--- src/design/timed_task_dispatch_queue_assert.svh ---
// Assertion macros shared by the dispatch queue modules.
// Depends on nothing; included inside module bodies.
`ifndef TIMED_TASK_DISPATCH_QUEUE_ASSERT_SVH
`define TIMED_TASK_DISPATCH_QUEUE_ASSERT_SVH
// Check that holds every cycle outside reset.
`define TTDQ_ASSERT(label, clk, rst_n, expr) \
    label: assert property (@(posedge clk) disable iff (!rst_n) (expr)) \
        else $error("ttdq check failed");
// Implication; consequent checked the next cycle.
`define TTDQ_ASSERT_NEXT(label, clk, rst_n, ante, cons) \
    label: assert property (@(posedge clk) disable iff (!rst_n) (ante) |=> (cons)) \
        else $error("ttdq check failed");
`endif

--- src/design/ttdq_pkg.sv ---
// Package for the timed task dispatch queue: codes, widths, defaults.
// No dependencies.
package ttdq_pkg;
    localparam int DEF_DEFERRED_DEPTH = 16;
    localparam int DEF_IRQ_DEPTH      = 8;
    localparam int DEF_ASAP_DEPTH     = 16;
    localparam int DEF_TIME_WIDTH     = 32;
    localparam int DEF_TASK_ID_WIDTH  = 8;

    localparam int OUT_TASK_W = 8;
    localparam int IN_TIME_W  = 32;

    typedef enum logic [2:0] {
        OP_DISPATCH = 3'd0,
        OP_ASAP     = 3'd1,
        OP_IRQ      = 3'd2,
        OP_DEF_AT   = 3'd3,
        OP_DEF_FOR  = 3'd4,
        OP_REMOVE   = 3'd5,
        OP_PEEK     = 3'd6,
        OP_CLEAR    = 3'd7
    } t_opcode;

    typedef enum logic [2:0] {
        SRC_NONE  = 3'd0,
        SRC_IRQ   = 3'd1,
        SRC_DEFER = 3'd2,
        SRC_ASAP  = 3'd3,
        SRC_IDLE  = 3'd4
    } t_source;

    typedef enum logic [1:0] {
        ST_OK        = 2'd0,
        ST_FULL      = 2'd1,
        ST_NOT_FOUND = 2'd2
    } t_status;

    localparam logic CFG_IDLE_TASK   = 1'b0;
    localparam logic CFG_IDLE_ENABLE = 1'b1;

    // Command broadcast to every cell of the deferred chain.
    typedef struct packed {
        logic ins;   // insert the new entry
        logic pop;   // drop the earliest entry
        logic rem;   // compact out matching task ids
        logic clr;   // empty the chain
    } t_cell_cmd;
endpackage

--- src/design/ttdq_fifo.sv ---
// Circular task-id FIFO with a registered count, used for the irq and ASAP stores.
// Depends on ttdq_pkg.
module ttdq_fifo #(
    parameter int DEPTH = 8,
    parameter int TW    = 8
) (
    input  logic          i_clk,
    input  logic          i_rst_n,
    input  logic          i_push,
    input  logic          i_pop,
    input  logic [TW-1:0] i_data,
    output logic [TW-1:0] o_head,
    output logic          o_empty,
    output logic          o_full
);
    import ttdq_pkg::*;
    localparam int AW = (DEPTH > 1) ? $clog2(DEPTH) : 1;
    localparam int CW = $clog2(DEPTH + 1);

    logic [TW-1:0] r_mem [DEPTH];
    logic [AW-1:0] r_head, n_head, r_tail, n_tail;
    logic [CW-1:0] r_count, n_count;
    logic [CW-1:0] cnt_up, cnt_dn;
    logic          do_push, do_pop;

    assign o_empty = (r_count == '0);
    assign o_full  = (r_count == CW'(DEPTH));
    assign do_push = i_push && !o_full;
    assign do_pop  = i_pop && !o_empty;
    assign o_head  = r_mem[r_head];
    assign cnt_up  = r_count + CW'(1);
    assign cnt_dn  = r_count - CW'(1);

    function automatic logic [AW-1:0] wrap_inc(input logic [AW-1:0] p);
        return (p == AW'(DEPTH - 1)) ? '0 : p + AW'(1);
    endfunction

    always_comb begin
        n_head  = do_pop ? wrap_inc(r_head) : r_head;
        n_tail  = do_push ? wrap_inc(r_tail) : r_tail;
        n_count = r_count + CW'(do_push) - CW'(do_pop);
    end

    always_ff @(posedge i_clk) begin
        if (!i_rst_n) begin
            r_head  <= '0;
            r_tail  <= '0;
            r_count <= '0;
        end else begin
            r_head  <= n_head;
            r_tail  <= n_tail;
            r_count <= n_count;
        end
    end

    always_ff @(posedge i_clk) begin
        if (do_push) begin
            r_mem[r_tail] <= i_data;
        end
    end

`include "timed_task_dispatch_queue_assert.svh"
    `TTDQ_ASSERT(a_fifo_count_range, i_clk, i_rst_n, r_count <= CW'(DEPTH))
    `TTDQ_ASSERT_NEXT(a_fifo_grow, i_clk, i_rst_n, do_push && !do_pop, r_count == $past(cnt_up))
    `TTDQ_ASSERT_NEXT(a_fifo_shrink, i_clk, i_rst_n, do_pop && !do_push, r_count == $past(cnt_dn))
endmodule

--- config.mk ---
export PLATFORM = sky130hd
export DESIGN_NAME = ttdq_fifo
export DESIGN_NICKNAME = d
export VERILOG_FILES = /design/src/design/ttdq_pkg.sv /design/src/design/ttdq_fifo.sv
export VERILOG_INCLUDE_DIRS = /design/src /design/src/design
export SDC_FILE = /design/constraint.sdc
export NUM_CORES = 1
export LEC_CHECK = 0
export CAP_MARGIN = 10
export CELL_PAD_IN_SITES_DETAIL_PLACEMENT = 0
export CELL_PAD_IN_SITES_GLOBAL_PLACEMENT = 1
export CORE_MARGIN = 1
export CORE_UTILIZATION = 58
export CTS_CLUSTER_DIAMETER = 80
export DETAILED_ROUTE_END_ITERATION = 8
export DONT_BUFFER_PORTS = 1
export PLACE_DENSITY_LB_ADDON = 0.08
export RECOVER_POWER = 25
export SYNTH_ARGS = -nofsm -noshare
export SYNTH_HDL_FRONTEND = slang
export SYNTH_SLANG_ARGS = --single-unit
--- constraint.sdc ---
create_clock -name i_clk -period 4.8 [get_ports i_clk]
set_clock_uncertainty 0.15 [all_clocks]
set_input_delay 0.96 -clock i_clk [delete_from_list [all_inputs] [get_ports i_clk]]
set_output_delay 0.96 -clock i_clk [all_outputs]
set_load 0.01 [all_outputs]
==> results.md <==
* CP peak stage delay at approximately 870 ps
* Area growth, synth to finish at 9.24%
* Wire length per cell at a little over 20 um
* Final instance area at roughly 0.0035 sq mm
* Filler cells at about 360
* Cell leakage power at approximately 1.2 nW
* ANT cells at 0
* Clock slew at reported path FFs at 70 ps
* Sink Count at 77
* Ys Warns at 0
* First-pass GRT wire length at 8.14 mm
* Relative slew margins at 42.2%
* Worst Path Required at about 3700 ps
* Slowest CP cell: dfxtp_1
* TNS Setup at 0 ps
* Crit Reg-Reg Startpoint: r_count[2]$_SDFF_PN0_
* Post-route insts no fill at ~250
* Total power at roughly 1.7 mW
* CTS tree: built
* Dpl cells at 238
* Mapped Area at ~0.0032 sq mm
* Hold endpoint: r_head[1]$_SDFFE_PN0N_
* Layout cells sized above 1 at between 10% and 20%
* Critical Path End Type: output port
* Fin. Hold Viols at 0
* Pwr/cell area at between 400 and 500 mW/mm^2
* GRT Util Overall at ~20%
* Cell family with most CP delay: multiplexers
* Post-route clock period utilization at between 60% and 70%
* Worst slew pin tran at approximately 860 ps
* Clock Latency Late Sink at 330 ps
* PnR worst setup slack at roughly 1500 ps
* Total Nets Final at between 200 and 250
* Drc violations at 0
* Row Count at 26
* Syn avg cell area at 18.5 sq um
* GPL Wtd Cong at 0.706
* Hpwl dp at approximately 3.3 mm
* Starting Density at about three fifths
* Status: complete, no violations
* Post-CTS sizing at 0
* Synth top area cells: edfxtp_1 60%, mux4_1 13%, dfxtp_1 8.2%
* Vias in the first global route at about 1600
* Setup crit start kind: register
* Clock Tree Buf Depth at 2
* Placement Cell Area at around 0.0032 sq mm
* R2R cell count at 11
* Setup slack at placement at between 1500 and 2000 ps
* CORE AREA at 0.00520 sq mm
* WP buf/inv at 0
* Final setup viols at 0
* Gate Count Post-Synth at ~170
* Max-Cap Viols at 0
* Peak Freq at between 0.3 and 0.4 GHz
* Post-detailed-route count of antenna-violating nets at 0
* Register area share after synthesis at 68.6%
* IO Count at 22
* Post-CTS setup buffer count at 0
* Fin crit period at ~3300 ps
* Die Y at roughly 76 um
* Hold Crit Start: r_head[1]$_SDFFE_PN0N_
* 1st-iter DRT viols at between 60 and 70
* IO Port Bufs at 0
* Pins over their slew limit at 0
* Most area-hungry cell type in the Yosys netlist: edfxtp_1
* Largest net degree at the start of global routing at 18
* Initial antenna violation count at 0
* Die width at approximately 76 um
* # hold bufs at CTS at 0
* Synth top area share at 60.4%
* R2r endpoint: r_count[2]$_SDFF_PN0_
* Routed Wire Length at around 5.2 mm
* Crit path kind: reg -> out
* CP Data Arrival Time at around 2200 ps
* Htree depth at 3
* CP max FO at 16
* TritonRoute pass-1 iters at 4
* Yosys cell types at 27
* Flop and latch count out of synthesis at 77
* R2r setup slk at between 1500 and 2000 ps
* CTS buffer count at 9
* Crit-path cells: mux4_1 > mux2_2
* Worst Hold Path Cells at 2
* Gr ovfl total at 0
* Unrepaired setup endpoints after global routing: no
* DIE AREA at about 0.0058 sq mm
* Via count at about 1500
* Clk root buf: clkbuf_8
* Worst hold path class: reg -> reg
* Peak supply drop at about 320 uV
* Syn nets at roughly 200
* Drt via density at 5.92
[per-layer routing]
metal  global-route usage [%]  routed length (um)  up-vias
met4                     12.5                 149        0
met5                        0                   0        -
met3                     3.83                 146       11
met1                     22.9                2100      771
li1                         -                   -      690
met2                     34.9                2800       32
[final cells by class]
type                            count  area [sq um]  share of cell area [%]
Multi-Input combinational cell     80           922                    26.5
Inverter                            7          26.3                   0.756
Clock buffer                       12           156                    4.50
Clock inverter                      4          70.1                    2.02
Tap cell                           70          87.6                    2.52
Timing Repair Buffer                4          30.0                   0.864
Sequential cell                    77          2180                    62.8
[placed cells by master, fill, tap and decap left out, types with 2 or more instances in the layout]
master,instances
edfxtp_1,64
mux4_1,16
nand2_1,14
dfxtp_1,13
ha_1,10
clkbuf_8,9
mux2_2,8
inv_1,7
mux2i_1,7
nor2_1,5
buf_4,4
nand2b_1,3
nor3_1,3
nor2b_1,2
and2_1,2
clkbuf_1,2
bufinv_16,2
clkinv_2,2
[worst register-to-register path, cell delays in order (launching register included)]
cell	delay (ps)
dfxtp_1	300
inv_1	100
ha_1	160
or3b_2	480
nand2_1	300
ha_1	300
inv_1	60
ha_1	150
inv_1	50
fa_1	390
xnor2_1	140
and2_1	140
[how the worst max path moves through the flow]
stage / startpoint / endpoint / slack (ps) / cells after the start
final: register / o_head[3] / 1470 / 2
after global routing: register / o_head[3] / 1350 / 2
after CTS: register / o_head[3] / 1430 / 2
after detailed placement: register / o_head[3] / 1830 / 2
after global placement: register / o_head[2] / 1900 / 2
after floorplan: i_pop / r_count[2]$_SDFF_PN0_ / 2140 / 9
[power breakdown]
part | internal, mW | total, mW | switching (mW) | leakage, nW
combinational | 0.157 | 0.297 | 0.140 | 0.404
sequential | 0.786 | 0.842 | 0.0557 | 0.687
clock | 0.323 | 0.535 | 0.212 | 0.115
total | 1.27 | 1.67 | 0.407 | 1.21
[synth_stat cells]
cell	number
a21oi_1	1
and2_1	2
nor2b_1	2
nor2_1	5
ha_1	10
nand2_1	14
fa_1	1
buf_2	1
nand3b_1	1
a21o_1	1
nand2b_1	3
nor3_1	4
xnor2_1	1
or3b_2	1
buf_12	1
dfxtp_1	13
buf_6	1
nor4_1	1
edfxtp_1	64
mux2i_1	7
clkbuf_1	4
buf_1	1
nor3b_1	1
inv_1	7
mux4_1	16
mux2_2	8
nand3_1	1
[metrics by stage]
stage,util (%),hold WS [ps]
after detailed placement,62.4,348
after global routing,66.8,380
after global placement,62.4,341
final,66.8,362
after CTS,66.8,358
after floorplan,-,304
[logic make-up (layout without fill, tap and decap cells)]
family                     after synthesis  after routing  synth area share (%)
buffers and inverters                   15             27                  2.56
adders and majority gates               11             11                  4.56
DFF                                     77             77                  68.6
muxes                                   31             31                  18.3
xor gates and xnor gates                 1              1                 0.275
AOI/OAI and AO/OA                        2              2                 0.393
and+or+nand+nor                         35             35                  5.35
[sequential cells by signal (all words and copies together) (netlist names), named ones only]
name / count
r_head: 3
r_count: 4
r_mem: 64
r_tail: 3
Power figures use the tool's default switching activity.
